**config.mk**
```make
export PLATFORM = sky130hd
export DESIGN_NAME = i2c_bit_level_master_core
export DESIGN_NICKNAME = d
export VERILOG_FILES = /design/src/hdl/i2cm_pkg.sv /design/src/hdl/i2c_bit_level_master_core.sv /design/src/hdl/i2cm_step.sv
export SDC_FILE = /design/constraint.sdc
export NUM_CORES = 1
export LEC_CHECK = 0
export BUFFER_PORTS_ARGS = -buffer_cell sky130_fd_sc_hd__buf_2
export CAP_MARGIN = 15
export CORE_MARGIN = 2
export CORE_UTILIZATION = 58
export CTS_CLUSTER_DIAMETER = 40
export DETAILED_ROUTE_END_ITERATION = 8
export PLACE_DENSITY = 0.86
export SLEW_MARGIN = 10
export SYNTH_ARGS = -nofsm -noshare
export SYNTH_HDL_FRONTEND = slang
export SYNTH_HIERARCHICAL = 1
export SYNTH_SLANG_ARGS = --single-unit
export TNS_END_PERCENT = 30
```
**constraint.sdc**
```tcl
create_clock -name clock -period 5.1 [get_ports clock]
set_clock_uncertainty 0.05 [all_clocks]
set_input_delay 0.51 -clock clock [delete_from_list [all_inputs] [get_ports clock]]
set_output_delay 0.51 -clock clock [all_outputs]
set_load 0.005 [all_outputs]
```
**src/hdl/i2cm_pkg.sv**
```systemverilog
// Package for the I2C bit-level master core: word types, sequencer state type and codes.
// Used by every module of the core; depends on nothing.
`default_nettype none

package i2cm_pkg;

   localparam int HOLD_W = 16;
   localparam logic [HOLD_W-1:0] HALF_PERIOD_RESET = 16'd50;

   localparam logic [2:0] CMD_START = 3'd0;
   localparam logic [2:0] CMD_STOP  = 3'd1;
   localparam logic [2:0] CMD_WRITE = 3'd2;
   localparam logic [2:0] CMD_READ  = 3'd3;
   localparam logic [2:0] CMD_ACK   = 3'd4;
   localparam logic [2:0] CMD_NACK  = 3'd5;

   localparam logic [2:0] PH_IDLE  = 3'd0;
   localparam logic [2:0] PH_START = 3'd1;
   localparam logic [2:0] PH_STOP  = 3'd2;
   localparam logic [2:0] PH_WRITE = 3'd3;
   localparam logic [2:0] PH_READ  = 3'd4;
   localparam logic [2:0] PH_ACK   = 3'd5;
   localparam logic [2:0] PH_NACK  = 3'd6;

   localparam logic [1:0] SEG_FIRST  = 2'd0;
   localparam logic [1:0] SEG_SECOND = 2'd1;
   localparam logic [1:0] SEG_THIRD  = 2'd2;

   localparam logic [3:0] BITS_PER_BYTE = 4'd8;

   typedef struct packed {
      logic       cmd_valid;
      logic [2:0] cmd;
      logic [7:0] wr_byte;
      logic       sda_in;
   } i2cm_req_type;

   typedef struct packed {
      logic       scl_level;
      logic       sda_level;
      logic       sda_drive;
      logic       busy_res;
      logic       done_res;
      logic [7:0] rd_byte;
      logic       ack_bit;
   } i2cm_rsp_type;

   typedef struct packed {
      logic [2:0]        phase;
      logic [1:0]        step_index;
      logic [3:0]        bit_count;
      logic [7:0]        shift_reg;
      logic [HOLD_W-1:0] hold_count;
      logic              scl;
      logic              sda;
      logic              sda_drive;
      logic              ack;
      logic [7:0]        rd_byte;
   } i2cm_state_type;

   localparam i2cm_state_type STATE_RESET = '{
      phase:      PH_IDLE,
      step_index: SEG_FIRST,
      bit_count:  4'd0,
      shift_reg:  8'h00,
      hold_count: '0,
      scl:        1'b1,
      sda:        1'b1,
      sda_drive:  1'b0,
      ack:        1'b0,
      rd_byte:    8'h00
   };

endpackage

`default_nettype wire

```
**src/hdl/i2c_bit_level_master_core.sv**
```systemverilog
// Top level of the I2C bit-level master: sequencer state, half-period register, result register.
// Depends on i2cm_pkg and i2cm_step.
//
// Each word on the req_ channel is one bus tick: the sampled SDA level and, while the
// sequencer is idle, an optional command (start, stop, write, read, ack, nack). For every
// accepted req_ word exactly one rsp_ word is produced, carrying the SCL level, SDA level
// and drive enable, busy and done flags, the last read byte and the last ACK bit.
// The state is updated at the edge that accepts a req_ word, and the rsp_ word is loaded
// into the result register at that same edge; a new word is taken every cycle while results
// are taken. The result register parts the two sides: req_ready is high whenever the
// result register is empty or being drained at the same edge. When the receiver holds
// rsp_ready low, the result stays put and req_ready drops until it is taken.
// The csr_ port writes half_period_ticks (the ticks each line level is held, zero acting
// as one); it is always ready and should only be written while the sequencer is idle.
// A synchronous reset empties the result register, idles the sequencer with SCL and SDA
// high and SDA released, and sets half_period_ticks to 50.
`default_nettype none

module i2c_bit_level_master_core
   import i2cm_pkg::*;
(
   input  wire                    clock,
   input  wire                    reset,
   input  wire                    req_valid,
   output logic                   req_ready,
   input  wire i2cm_req_type      req_data,
   output logic                   rsp_valid,
   input  wire                    rsp_ready,
   output i2cm_rsp_type           rsp_data,
   input  wire                    csr_valid,
   output logic                   csr_ready,
   input  wire logic [HOLD_W-1:0] csr_data
);

   i2cm_state_type    state_ff, state_in;
   logic [HOLD_W-1:0] half_period_ff, half_period_in;
   logic              rsp_valid_ff, rsp_valid_in;
   i2cm_rsp_type      rsp_data_ff, rsp_data_in;
   logic              step_done;
   logic              req_fire;

   assign req_ready = !rsp_valid_ff || rsp_ready;
   assign req_fire  = req_valid && req_ready;
   assign csr_ready = 1'b1;

   i2cm_step u_step (
      .cur_state   (state_ff),
      .req         (req_data),
      .half_period (half_period_ff),
      .nxt_state   (state_in),
      .done        (step_done)
   );

   always_comb begin
      rsp_data_in.scl_level = state_in.scl;
      rsp_data_in.sda_level = state_in.sda;
      rsp_data_in.sda_drive = state_in.sda_drive;
      rsp_data_in.busy_res  = (state_in.phase != PH_IDLE);
      rsp_data_in.done_res  = step_done;
      rsp_data_in.rd_byte   = state_in.rd_byte;
      rsp_data_in.ack_bit   = state_in.ack;
   end

   assign rsp_valid_in   = req_fire ? 1'b1 : (rsp_valid_ff && !rsp_ready);
   assign half_period_in = (csr_valid && csr_ready) ? csr_data : half_period_ff;

   always_ff @(posedge clock) begin
      if (reset) begin
         state_ff       <= STATE_RESET;
         half_period_ff <= HALF_PERIOD_RESET;
         rsp_valid_ff   <= 1'b0;
      end else begin
         if (req_fire) begin
            state_ff <= state_in;
         end
         half_period_ff <= half_period_in;
         rsp_valid_ff   <= rsp_valid_in;
      end
   end

   always_ff @(posedge clock) begin
      if (req_fire) begin
         rsp_data_ff <= rsp_data_in;
      end
   end

   assign rsp_valid = rsp_valid_ff;
   assign rsp_data  = rsp_data_ff;

endmodule

`default_nettype wire

```
**src/hdl/i2cm_step.sv**
```systemverilog
// Next-state logic of the I2C bit-level master: one bus tick applied to the sequencer state.
// Purely combinational; depends on i2cm_pkg.
`default_nettype none

module i2cm_step
   import i2cm_pkg::*;
(
   input  wire i2cm_state_type    cur_state,
   input  wire i2cm_req_type      req,
   input  wire logic [HOLD_W-1:0] half_period,
   output i2cm_state_type         nxt_state,
   output logic                   done
);

   logic [HOLD_W-1:0] hold_len;
   logic [HOLD_W-1:0] hold_dec;
   logic [3:0]        bit_inc;
   logic [7:0]        shift_left;

   assign hold_len   = (half_period == '0) ? {{(HOLD_W-1){1'b0}}, 1'b1} : half_period;
   assign hold_dec   = (cur_state.hold_count != '0) ?
                       cur_state.hold_count - {{(HOLD_W-1){1'b0}}, 1'b1} : '0;
   assign bit_inc    = cur_state.bit_count + 4'd1;
   assign shift_left = {cur_state.shift_reg[6:0], 1'b0};

   always_comb begin
      nxt_state = cur_state;
      done      = 1'b0;
      if (cur_state.phase == PH_IDLE) begin
         if (req.cmd_valid && (req.cmd inside {[CMD_START:CMD_NACK]})) begin
            nxt_state.bit_count  = 4'd0;
            nxt_state.step_index = SEG_FIRST;
            nxt_state.hold_count = hold_len;
            case (req.cmd)
               CMD_START: begin
                  nxt_state.phase     = PH_START;
                  nxt_state.sda_drive = 1'b1;
                  nxt_state.sda       = 1'b1;
                  nxt_state.scl       = 1'b1;
               end
               CMD_STOP: begin
                  nxt_state.phase     = PH_STOP;
                  nxt_state.sda_drive = 1'b1;
                  nxt_state.sda       = 1'b0;
               end
               CMD_WRITE: begin
                  nxt_state.phase     = PH_WRITE;
                  nxt_state.shift_reg = req.wr_byte;
                  nxt_state.sda_drive = 1'b1;
                  nxt_state.sda       = req.wr_byte[7];
               end
               CMD_READ: begin
                  nxt_state.phase     = PH_READ;
                  nxt_state.shift_reg = 8'h00;
                  nxt_state.sda_drive = 1'b0;
               end
               CMD_ACK: begin
                  nxt_state.phase     = PH_ACK;
                  nxt_state.sda_drive = 1'b1;
                  nxt_state.sda       = 1'b0;
               end
               default: begin
                  nxt_state.phase     = PH_NACK;
                  nxt_state.sda_drive = 1'b1;
                  nxt_state.sda       = 1'b1;
               end
            endcase
         end
      end else begin
         nxt_state.hold_count = hold_dec;
         if (hold_dec == '0) begin
            case (cur_state.phase)
               PH_START: begin
                  if (cur_state.step_index == SEG_FIRST) begin
                     nxt_state.sda        = 1'b0;
                     nxt_state.step_index = SEG_SECOND;
                     nxt_state.hold_count = hold_len;
                  end else begin
                     nxt_state.scl = 1'b0;
                     done          = 1'b1;
                  end
               end
               PH_STOP: begin
                  if (cur_state.step_index == SEG_FIRST) begin
                     nxt_state.scl        = 1'b1;
                     nxt_state.step_index = SEG_SECOND;
                     nxt_state.hold_count = hold_len;
                  end else begin
                     nxt_state.sda = 1'b1;
                     done          = 1'b1;
                  end
               end
               PH_WRITE: begin
                  if (cur_state.step_index == SEG_FIRST ||
                      cur_state.step_index == SEG_THIRD) begin
                     nxt_state.scl        = 1'b1;
                     nxt_state.step_index = cur_state.step_index + 2'd1;
                     nxt_state.hold_count = hold_len;
                  end else if (cur_state.step_index == SEG_SECOND) begin
                     nxt_state.bit_count  = bit_inc;
                     nxt_state.scl        = 1'b0;
                     nxt_state.hold_count = hold_len;
                     if (bit_inc < BITS_PER_BYTE) begin
                        nxt_state.shift_reg  = shift_left;
                        nxt_state.sda        = shift_left[7];
                        nxt_state.step_index = SEG_FIRST;
                     end else begin
                        nxt_state.sda_drive  = 1'b0;
                        nxt_state.step_index = SEG_THIRD;
                     end
                  end else begin
                     nxt_state.ack = req.sda_in;
                     nxt_state.scl = 1'b0;
                     done          = 1'b1;
                  end
               end
               PH_READ: begin
                  if (cur_state.step_index == SEG_FIRST) begin
                     nxt_state.scl        = 1'b1;
                     nxt_state.step_index = SEG_SECOND;
                     nxt_state.hold_count = hold_len;
                  end else begin
                     nxt_state.shift_reg = {cur_state.shift_reg[6:0], req.sda_in};
                     nxt_state.bit_count = bit_inc;
                     nxt_state.scl       = 1'b0;
                     if (bit_inc < BITS_PER_BYTE) begin
                        nxt_state.step_index = SEG_FIRST;
                        nxt_state.hold_count = hold_len;
                     end else begin
                        nxt_state.rd_byte = {cur_state.shift_reg[6:0], req.sda_in};
                        done              = 1'b1;
                     end
                  end
               end
               PH_ACK, PH_NACK: begin
                  if (cur_state.step_index == SEG_FIRST) begin
                     nxt_state.step_index = SEG_SECOND;
                     nxt_state.hold_count = hold_len;
                  end else if (cur_state.step_index == SEG_SECOND) begin
                     nxt_state.scl        = 1'b1;
                     nxt_state.step_index = SEG_THIRD;
                     nxt_state.hold_count = hold_len;
                  end else begin
                     nxt_state.scl = 1'b0;
                     if (cur_state.phase == PH_ACK) begin
                        nxt_state.sda = 1'b1;
                     end
                     done = 1'b1;
                  end
               end
               default: begin
                  done = 1'b1;
               end
            endcase
            if (done) begin
               nxt_state.phase      = PH_IDLE;
               nxt_state.step_index = SEG_FIRST;
               nxt_state.hold_count = '0;
            end
         end
      end
   end

endmodule

`default_nettype wire

```
==> summary.md, run 1 <==
| Metric | Value |
|---|---|
| Detail Route Antenna Nets | `0` |
| Post-route DRC | `0` |
| Final critical-path required period | `3.69 ns` |
| CTS root buf | `clkbuf_8` |
| Worst Path Required | `5.26 ns` |
| Dpl cells | `720` |
| VDD IR max | `188 uV` |
| Setup CP Type | `flop to flop` |
| Clk_lat worst skew | `0.36 ns` |
| Post-synthesis instance total | `612` |
| Post-Layout Cell Count | `737` |
| Post-CTS Setup Repair Bufs | `0` |
| H-Tree Depth | `3` |
| Largest net degree at the start of global routing | `88` |
| DR vias | `4854` |
| Unrepaired setup endpoints after global routing | `no` |
| Area after DPL | `5370 um2` |
| Relative slew slack | `34.8%` |
| MaxCap Viol Count | `0` |
| Syn nets | `654` |
| GRT Total Usage | `27.8%` |
| Worst Tran Pin Value | `0.978 ns` |
| Hold Crit Class | `input port to flop` |
| Most frequent cells in the layout | `dfxtp_1 (61), nand3_1 (49), buf_2 (49), nor2_1 (48), a21bo_1 (42)` |
| Final Max Slew Viols | `0` |
| Final hold vios | `0` |
| Syn avg cell area | `8.64 um2` |
| Die height | `99.5 um` |
| Most common cell after layout, fill and taps aside | `dfxtp_1` |
| Number of global-route vias before repair | `4539` |
| Port Buf Inserts | `49` |
| Worst Path Max Fanout | `14` |
| Final period util | `72.3%` |
| Post-CTS Hold Fix Bufs | `0` |
| Row cnt | `34` |
| # clock sinks | `75` |
| FMAX | `0.271 GHz` |
| Total CTS buffers | `9` |
| Total Nets Final | `665` |
| Area grow syn2layout | `5.01%` |
| Gp weighted congestion | `0.999` |
| Share of post-route cells with drive strength above 1 | `21.8%` |
| CTS resizes | `0` |
| 1st-pass router iterations | `8` |
| Cell Pwr Density | `298 nW/um2` |
| Syn Std Cell Area | `5290 um2` |
| Drt first-iter violations | `578` |
| Post-route cell area | `5560 um2` |
| Clk buf depth | `2` |
| CP startpoint kind | `flop` |
| Leak pwr | `2.17 nW` |
| Core Region | `8760 um2` |
| Initial Utilization | `60.4%` |
| Worst EP arrival | `3.85 ns` |
| Die width | `99.5 um` |
| DPL Wire Length | `9250 um` |
| CTS clock-pin slew for the worst setup and hold paths | `0.09 ns` |
| Initial antenna violation count | `1` |
| Setup TNS | `0 ns` |
| Die ar. | `9900 um2` |
| Outcome | `complete, no violations` |
| Via density per instance | `6.59` |
| Routed Wire Length | `13500 um` |
| Grt ovf | `0` |
| DR WL/cell | `18.4 um` |
| Nature of the critical path endpoint | `flop` |
| Final Setup Violations | `0` |
| Io pins | `51` |
| FF-to-FF setup slack | `1.41 ns` |
| Fillers | `728` |
| Yosys warns | `6` |
| First-pass GRT wire length | `22500 um` |
| CTS tree | `built` |
report_power, final:
part	switching, W	total (W)	internal [W]	leakage (nW)
logic	0.000338	0.000532	0.000194	1.43
registers	0.0000498	0.000686	0.000636	0.634
clock network	0.000244	0.000438	0.000194	0.0968
state kept, by name (all words and copies together) (netlist names):
register and flops:
rsp_data 14, rsp_valid 1, half_period_ff 16, state_ff 44
critical path, cell delays in order (launching register included):
cell and delay (ns):
dfxtp_1 0.42, inv_1 0.15, ha_1 0.30, nor3b_2 0.42, nand2_2 0.16, nor3_1 0.40, a211o_4 0.25, a21oi_4 0.07
a32oi_2 0.80, o221ai_1 0.25, nand3_1 0.15, a21oi_1 0.10
per-stage QoR:
stage	setup WS (ns)	hold WS [ns]	power [W]	util, %
floorplan	2.07	0.411	0.00110	-
global route	1.07	0.296	0.00173	63.4
global placement	1.70	0.433	0.00119	61.2
finish	1.41	0.307	0.00166	63.4
CTS	1.47	0.299	0.00164	63.4
detailed placement	1.47	0.455	0.00121	61.2
final timing paths:
path                          start                end  cells after the start
hold / removal          csr_data[1]  half_period_ff[1]                      2
setup / recovery       state_ff[12]       state_ff[21]                     11
setup reg to reg       state_ff[12]       state_ff[21]                     11
hold reg to reg   half_period_ff[0]  half_period_ff[0]                      2
routing by layer:
layer	vias up	track usage, %	wire length (um)	share of wire, %
met5	-	0	0	0
met4	0	9.69	359	2.7
met3	45	5.48	1150	8.5
met2	270	43.8	6140	45
met1	2278	38.1	5870	43
li1	2261	-	-	-
final cells by class:
class	count	area, um2	share of cell area, %
flip-flops and latches	75	1640	29.5
multi-input cells	455	3210	57.8
inverters	31	116	2.09
repair buffers	51	260	4.68
diodes	1	2.50	0.0450
clock inverters	6	48.8	0.878
clock buffers	10	138	2.48
well taps	108	135	2.43
No activity file was read; power rests on OpenSTA's default activity.
==> run 2: changes to the inputs <==
CORE_UTILIZATION = 55   (was 58)
clock period = 3.2 ns   (was 5.1 ns; I/O delays follow)
==> run 2 against run 1 <==
  * Register-to-register slack worse by 1.3 ns
  * Hold slack worse by 0.20 ns
  * Clock power is 62% higher
  * Non-clock buffer count is 18 higher
  * Combinational power is 72% higher
  * Sequential power is 57% higher
  * Core utilization is 1.7 points lower
  * Final cell count is 5.2% higher
  * First-iteration DRC count is 20% lower
  * Via count is 2.2% lower
  * Clock-buffer cell count is 1 lower
  * Sequential share of layout area is 0.87 points lower
  * Critical path type unchanged
  * Largest power group unchanged
  * Highest routed layer unchanged
==> summary.md, run 2 (same netlist as run 1, synthesis figures left out) <==
| Metric | Value |
|---|---|
| Cell Pwr Density | `472 nW/um2 (+59%)` |
| Post-route DRC | `0 (unchanged)` |
| Relative slew slack | `40.7% (+5.9 points)` |
| Crit-path cells | `inv_1 -> ha_1 -> nor3b_2 -> nand2_2 -> o31a_1 -> a211o_4 -> a21oi_4 -> o21ai_1 -> o2bb2ai_1 -> or3_1` |
| FF-to-FF setup slack | `0.11 ns (-1.30 ns)` |
| Hold depth | `2 (unchanged)` |
| H-Tree Depth | `3 (unchanged)` |
| CTS tree | `built` |
| Worst setup margin | `0.114 ns (-1.30 ns)` |
| Reg-to-Reg Start | `state_ff[12]` |
| Largest net degree at the start of global routing | `88 (unchanged)` |
| Worst path max stage delay | `0.39 ns (-0.41 ns)` |
| Unrepaired setup endpoints after global routing | `no` |
| Worst Path Required | `3.25 ns (-2.01 ns)` |
| Final hold vios | `0 (unchanged)` |
| Initial Utilization | `57.0% (-3.4 points)` |
| Post-CTS Setup Repair Bufs | `0 (unchanged)` |
| VDD IR max | `275 uV (+46%)` |
| Hold worst-path end | `half_period_ff[5]` |
| CTS clock-pin slew for the worst setup and hold paths | `0.09 ns (about the same)` |
| First-pass GRT wire length | `21900 um (-2.6%)` |
| Via density per instance | `6.13 (-7.0%)` |
| Row cnt | `35 (+2.9%)` |
| MaxCap Viol Count | `0 (unchanged)` |
| Leak pwr | `2.26 nW (+4.1%)` |
| Clock power frac | `26.2% (-0.2 points)` |
| 1st-pass router iterations | `5 (-3)` |
| Worst EP arrival | `3.14 ns (-0.71 ns)` |
| Grt ovf | `0 (unchanged)` |
| # clock sinks | `75 (unchanged)` |
| Hold Crit Class | `input port to flop` |
| Slowest stage cell, crit path | `or3_1` |
| Placement Setup Slack | `0.185 ns (-1.29 ns)` |
| Final Max Slew Viols | `0 (unchanged)` |
| Die height | `102 um (+2.6%)` |
| FMAX | `0.324 GHz (+19%)` |
| Hold Crit Start | `csr_data[5]` |
| Most common cell after layout, fill and taps aside | `dfxtp_1` |
| Post-CTS Hold Fix Bufs | `0 (unchanged)` |
| Nature of the critical path endpoint | `flop` |
| Most frequent cells in the layout | `dfxtp_1 (61), nand3_1 (49), buf_2 (49), nor2_1 (48), a21bo_1 (42)` |
| CP bufs+invs | `1 (unchanged)` |
| DR WL/cell | `17.2 um (-6.2%)` |
| Io pins | `51 (unchanged)` |
| Area grow syn2layout | `8.18%` |
| Port Buf Inserts | `49 (unchanged)` |
| Setup TNS | `0 ns (unchanged)` |
| Ant diodes | `0 (-1)` |
| Register share of total power | `39.9% (-1.5 points)` |
| Initial antenna violation count | `0 (-1)` |
| Drt first-iter violations | `462 (-20%)` |
| Overall Power | `0.00270 W (+63%)` |
| Clk buf depth | `2 (unchanged)` |
| Final Setup Violations | `0 (unchanged)` |
| Outcome | `complete, no violations` |
| Switch share | `38.1% (about the same)` |
| GRT Total Usage | `26.4% (-1.4 points)` |
| Core Region | `9280 um2 (+5.9%)` |
| Total CTS buffers | `9 (unchanged)` |
| Die width | `102 um (+2.6%)` |
| Clk_lat worst skew | `0.37 ns (about the same)` |
| Max reg flops | `44 (unchanged)` |
| Die ar. | `10400 um2 (+5.2%)` |
| Critical R2R Capture | `rsp_data[10]` |
| Reg2reg path depth | `10 (-1)` |
| Final period util | `96.4% (+24 points)` |
| Total Nets Final | `683 (+2.7%)` |
| CP startpoint kind | `flop` |
| Post-layout util | `61.6% (-1.7 points)` |
| Share of post-route cells with drive strength above 1 | `24.0% (+2.2 points)` |
| Final critical-path required period | `3.09 ns (-0.601 ns)` |
| Critical path's top delay family | `compound AO/OA/AOI/OAI gates` |
| DPL Wire Length | `9380 um (+1.5%)` |
| Setup CP Type | `flop to flop` |
| Worst Tran Pin Value | `0.890 ns (-0.0880 ns)` |
| CTS resizes | `0 (unchanged)` |
| Logic gate share of total power | `33.9% (+1.8 points)` |
| Detail Route Antenna Nets | `0 (unchanged)` |
| DR vias | `4749 (-2.2%)` |
| Number of global-route vias before repair | `4505 (-0.75%)` |
| Worst Path Max Fanout | `7 (-7)` |
| Gp weighted congestion | `0.960 (-3.9%)` |
| Top reg by flops | `state_ff` |
| Psw | `0.00103 W (+63%)` |
| Routed Wire Length | `13300 um (-1.4%)` |
| Internal | `0.00167 W (+63%)` |
| CTS root buf | `clkbuf_8` |
[run 2: routing by layer]
metal | track usage, % | part of all wire [%] | up-vias
li1 | - | - | 2305
met4 | 9.95 | 1.5 | 0
met2 | 42.9 | 48 | 171
met3 | 3.49 | 5.9 | 20
met5 | 0 | 0 | -
met1 | 35.9 | 45 | 2253
[run 2: area by class of cell]
cell class / instances / area [um2]
multi-input cells: 455 / 3210
inverters: 31 / 116
repair buffers: 69 / 408
well taps: 129 / 161
clock inverters: 7 / 58.8
clock buffers: 9 / 124
flip-flops and latches: 75 / 1640
fillers: 835 / 3560
[run 2: worst max-delay path by stage]
stage | start | end | slack (ns) | cells after the start
5_1_grt | state_ff[14] | state_ff[3] | 0.003 | 9
3_5_place_dp | state_ff[12] | rsp_data[10] | 0.18 | 10
2_1_floorplan | state_ff[12] | rsp_data[10] | 0.17 | 11
6_report | state_ff[12] | rsp_data[10] | 0.11 | 10
3_3_place_gp | state_ff[14] | state_ff[5] | 0.26 | 9
4_1_cts | state_ff[12] | rsp_data[10] | 0.15 | 10
[run 2: stage by stage]
stage,cell area (um2),cells,hold WS (ns)
2_1_floorplan,5290,612,0.392
3_3_place_gp,5540,759,0.433
3_5_place_dp,5540,759,0.454
4_1_cts,5720,775,0.0961
5_1_grt,5720,775,0.108
6_report,5720,775,0.105
[run 2: power groups by stage]
stage | Combinational, W | Sequential [W] | Clock, W
floorplan | 0.000681 | 0.00107 | 0
global placement | 0.000875 | 0.00110 | 0
detailed placement | 0.000889 | 0.00110 | 0
CTS | 0.000898 | 0.00108 | 0.000717
global route | 0.000992 | 0.00109 | 0.000751
finish | 0.000915 | 0.00108 | 0.000709
==> run 3: changes to the inputs <==
==> constraint.sdc (replaced) <==
create_clock -name clock -period 3.2 [get_ports clock]
set_clock_uncertainty 0.05 [all_clocks]
set_input_delay 0.48 -clock clock [delete_from_list [all_inputs] [get_ports clock]]
set_output_delay 0.48 -clock clock [all_outputs]
set_load 0.005 [all_outputs]
==> run 3 against run 2 <==
  * Clock-buffer cell count grew 1
  * Die area is the same
  * Power grew 1.9%
  * Core utilization grew 0.12 points
  * Highest routed layer unchanged
==> summary.md, run 3 (same netlist as run 1, synthesis figures left out) <==
| Metric | Value |
|---|---|
| Port Buf Inserts | `49 (unchanged)` |
| Clk buf depth | `2 (unchanged)` |
| Initial Utilization | `57.0% (unchanged)` |
| Register share of total power | `39.1% (-0.8 points)` |
| Grt met1 use | `36.1% (+0.15 points)` |
| Post-route DRC | `0 (unchanged)` |
| FMAX | `0.325 GHz (+0.36%)` |
| Total CTS buffers | `9 (unchanged)` |
| Worst EP arrival | `3.22 ns (+0.08 ns)` |
| Hold depth | `2 (unchanged)` |
| Dpl cells | `760 (+0.13%)` |
| Total Nets Final | `684 (+0.15%)` |
| Unrepaired setup endpoints after global routing | `no` |
| Die ar. | `10400 um2 (unchanged)` |
| 1st-pass router iterations | `5 (unchanged)` |
| Core Region | `9280 um2 (unchanged)` |
| Grt ovf | `0 (unchanged)` |
| Critical path's top delay family | `simple AND/OR/NAND/NOR gates` |
| Slowest stage cell, crit path | `or4_1` |
| CTS clock-pin slew for the worst setup and hold paths | `0.09 ns (about the same)` |
| Number of global-route vias before repair | `4629 (+2.8%)` |
| Ant diodes | `0 (unchanged)` |
| CTS resizes | `0 (unchanged)` |
| Largest net degree at the start of global routing | `56 (-36%)` |
| # clock sinks | `75 (unchanged)` |
| Io pins | `51 (unchanged)` |
| Die width | `102 um (unchanged)` |
| DR vias | `4804 (+1.2%)` |
| GR Layer Usage met3 | `5.81% (+2.3 points)` |
| Worst Path Required | `3.35 ns (+0.10 ns)` |
| Reg2reg path depth | `9 (-1)` |
| Initial antenna violation count | `0 (unchanged)` |
| Crit-path cells | `or4_1 -> nor3_1 -> xnor2_1 -> nand4_2 -> a21oi_4 -> nand3_4 -> mux2_4 -> nand3_1 -> a21oi_1` |
| Gp weighted congestion | `0.902 (-6.1%)` |
| Outcome | `complete, no violations` |
| DPL Wire Length | `9560 um (+1.9%)` |
| Detail Route Antenna Nets | `0 (unchanged)` |
| Drt first-iter violations | `492 (+6.5%)` |
| Clock power frac | `27.7% (+1.5 points)` |
| CP startpoint kind | `flop` |
| Final hold vios | `0 (unchanged)` |
| Post-CTS Hold Fix Bufs | `0 (unchanged)` |
| Critical path depth in cells | `9 (-1)` |
| CP bufs+invs | `0 (-1)` |
| Relative slew slack | `35.8% (-4.9 points)` |
| Share of post-route cells with drive strength above 1 | `24.0% (-0.037 points)` |
| Leak pwr | `2.26 nW (about the same)` |
| DR WL/cell | `17.4 um (+1.2%)` |
| Worst Tran Pin Value | `0.963 ns (+0.0736 ns)` |
| Max reg flops | `44 (unchanged)` |
| Setup TNS | `0 ns (unchanged)` |
| CTS tree | `built` |
| Final Setup Violations | `0 (unchanged)` |
| Final period util | `96.1% (-0.35 points)` |
| GRT met2 Usage | `43.0% (+0.051 points)` |
| Area grow syn2layout | `8.40%` |
| Hold Crit Class | `input port to flop` |
| Top reg by flops | `state_ff` |
| Most frequent cells in the layout | `dfxtp_1 (61), nand3_1 (49), buf_2 (49), nor2_1 (48), a21bo_1 (42)` |
| Most common cell after layout, fill and taps aside | `dfxtp_1` |
| GRT Total Usage | `26.6% (+0.23 points)` |
| Final critical-path required period | `3.07 ns (-0.0112 ns)` |
| Internal | `0.00174 W (+4.1%)` |
| H-Tree Depth | `3 (unchanged)` |
| CTS root buf | `clkbuf_8` |
| Post-CTS Setup Repair Bufs | `0 (unchanged)` |
| First-pass GRT wire length | `22200 um (+1.2%)` |
| Row cnt | `35 (unchanged)` |
| Worst path max stage delay | `0.71 ns (+0.32 ns)` |
| Via density per instance | `6.19 (+1.0%)` |
| Final Max Slew Viols | `0 (unchanged)` |
| Worst Path Max Fanout | `10 (+3)` |
| Cell Pwr Density | `480 nW/um2 (+1.7%)` |
| Switch share | `36.8% (-1.3 points)` |
| WHS | `0.281 ns (+0.176 ns)` |
| Die height | `102 um (unchanged)` |
| Logic gate share of total power | `33.3% (-0.6 points)` |
| Nature of the critical path endpoint | `flop` |
| MaxCap Viol Count | `0 (unchanged)` |
| Post-Layout Cell Count | `776 (+0.13%)` |
| Psw | `0.00101 W (-1.7%)` |
| Layer with the highest usage | `met2` |
| VDD IR max | `290 uV (+5.6%)` |
| Clk_lat worst skew | `0.35 ns (-0.02 ns)` |
| Setup CP Type | `flop to flop` |
| Routed Wire Length | `13500 um (+1.3%)` |
## run 3: changes by cell type in the layout (fill, tap and decap cells not counted), sizes merged
cell	change
clkinv	-2
buf	+1
bufinv	+1
clkbuf	+1
clkinvlp	+1
inv	-1
## run 3: cell type report
| type | count | area [um2] |
|---|---|---|
| Clock buffer | 10 | 128 |
| Clock inverter | 6 | 71.3 |
| Fill cell | 823 | 3550 |
| Inverter | 31 | 116 |
| Multi-Input combinational cell | 455 | 3210 |
| Sequential cell | 75 | 1640 |
| Tap cell | 129 | 161 |
| Timing Repair Buffer | 70 | 403 |
## run 3: stage by stage
step	power (W)	cell area, um2	utilization [%]	setup WS, ns
after floorplan	0.00175	5290	-	0.171
after global placement	0.00196	5540	59.6	0.247
after detailed placement	0.00198	5540	59.6	0.145
after CTS	0.00274	5730	61.8	0.131
after global routing	0.00288	5730	61.8	0.0180
final	0.00275	5730	61.8	0.126
## run 3: final timing paths
kind | start | to | slack (ns)
setup / recovery | state_ff[14] | state_ff[2] | 0.13
hold / removal | csr_data[5] | half_period_ff[5] | 0.28
setup reg to reg | state_ff[14] | state_ff[2] | 0.13
hold reg to reg | half_period_ff[0] | half_period_ff[0] | 0.47
## run 3: worst reg2reg max path, cell delays in order (launching register included)
cell and delay, ns:
dfxtp_1 0.43, or4_1 0.71, nor3_1 0.24, xnor2_1 0.20, nand4_2 0.19, a21oi_4 0.34
nand3_4 0.23, mux2_4 0.38, nand3_1 0.07, a21oi_1 0.08
## run 3: power groups by stage
stage	Sequential [W]	Combinational (W)	Clock (W)
floorplan	0.00107	0.000681	0
global placement	0.00109	0.000864	0
detailed placement	0.00110	0.000885	0
CTS	0.00107	0.000889	0.000775
global route	0.00108	0.000987	0.000810
finish	0.00108	0.000916	0.000762
## run 3: metal layers
layer  up-vias  share of wire [%]  wire length (um)
li1       2304                  -                 -
met1      2274                 44              6010
met2       204                 46              6230
met3        22                7.8              1060
met4         0                1.6               220
met5         -                  0                 0
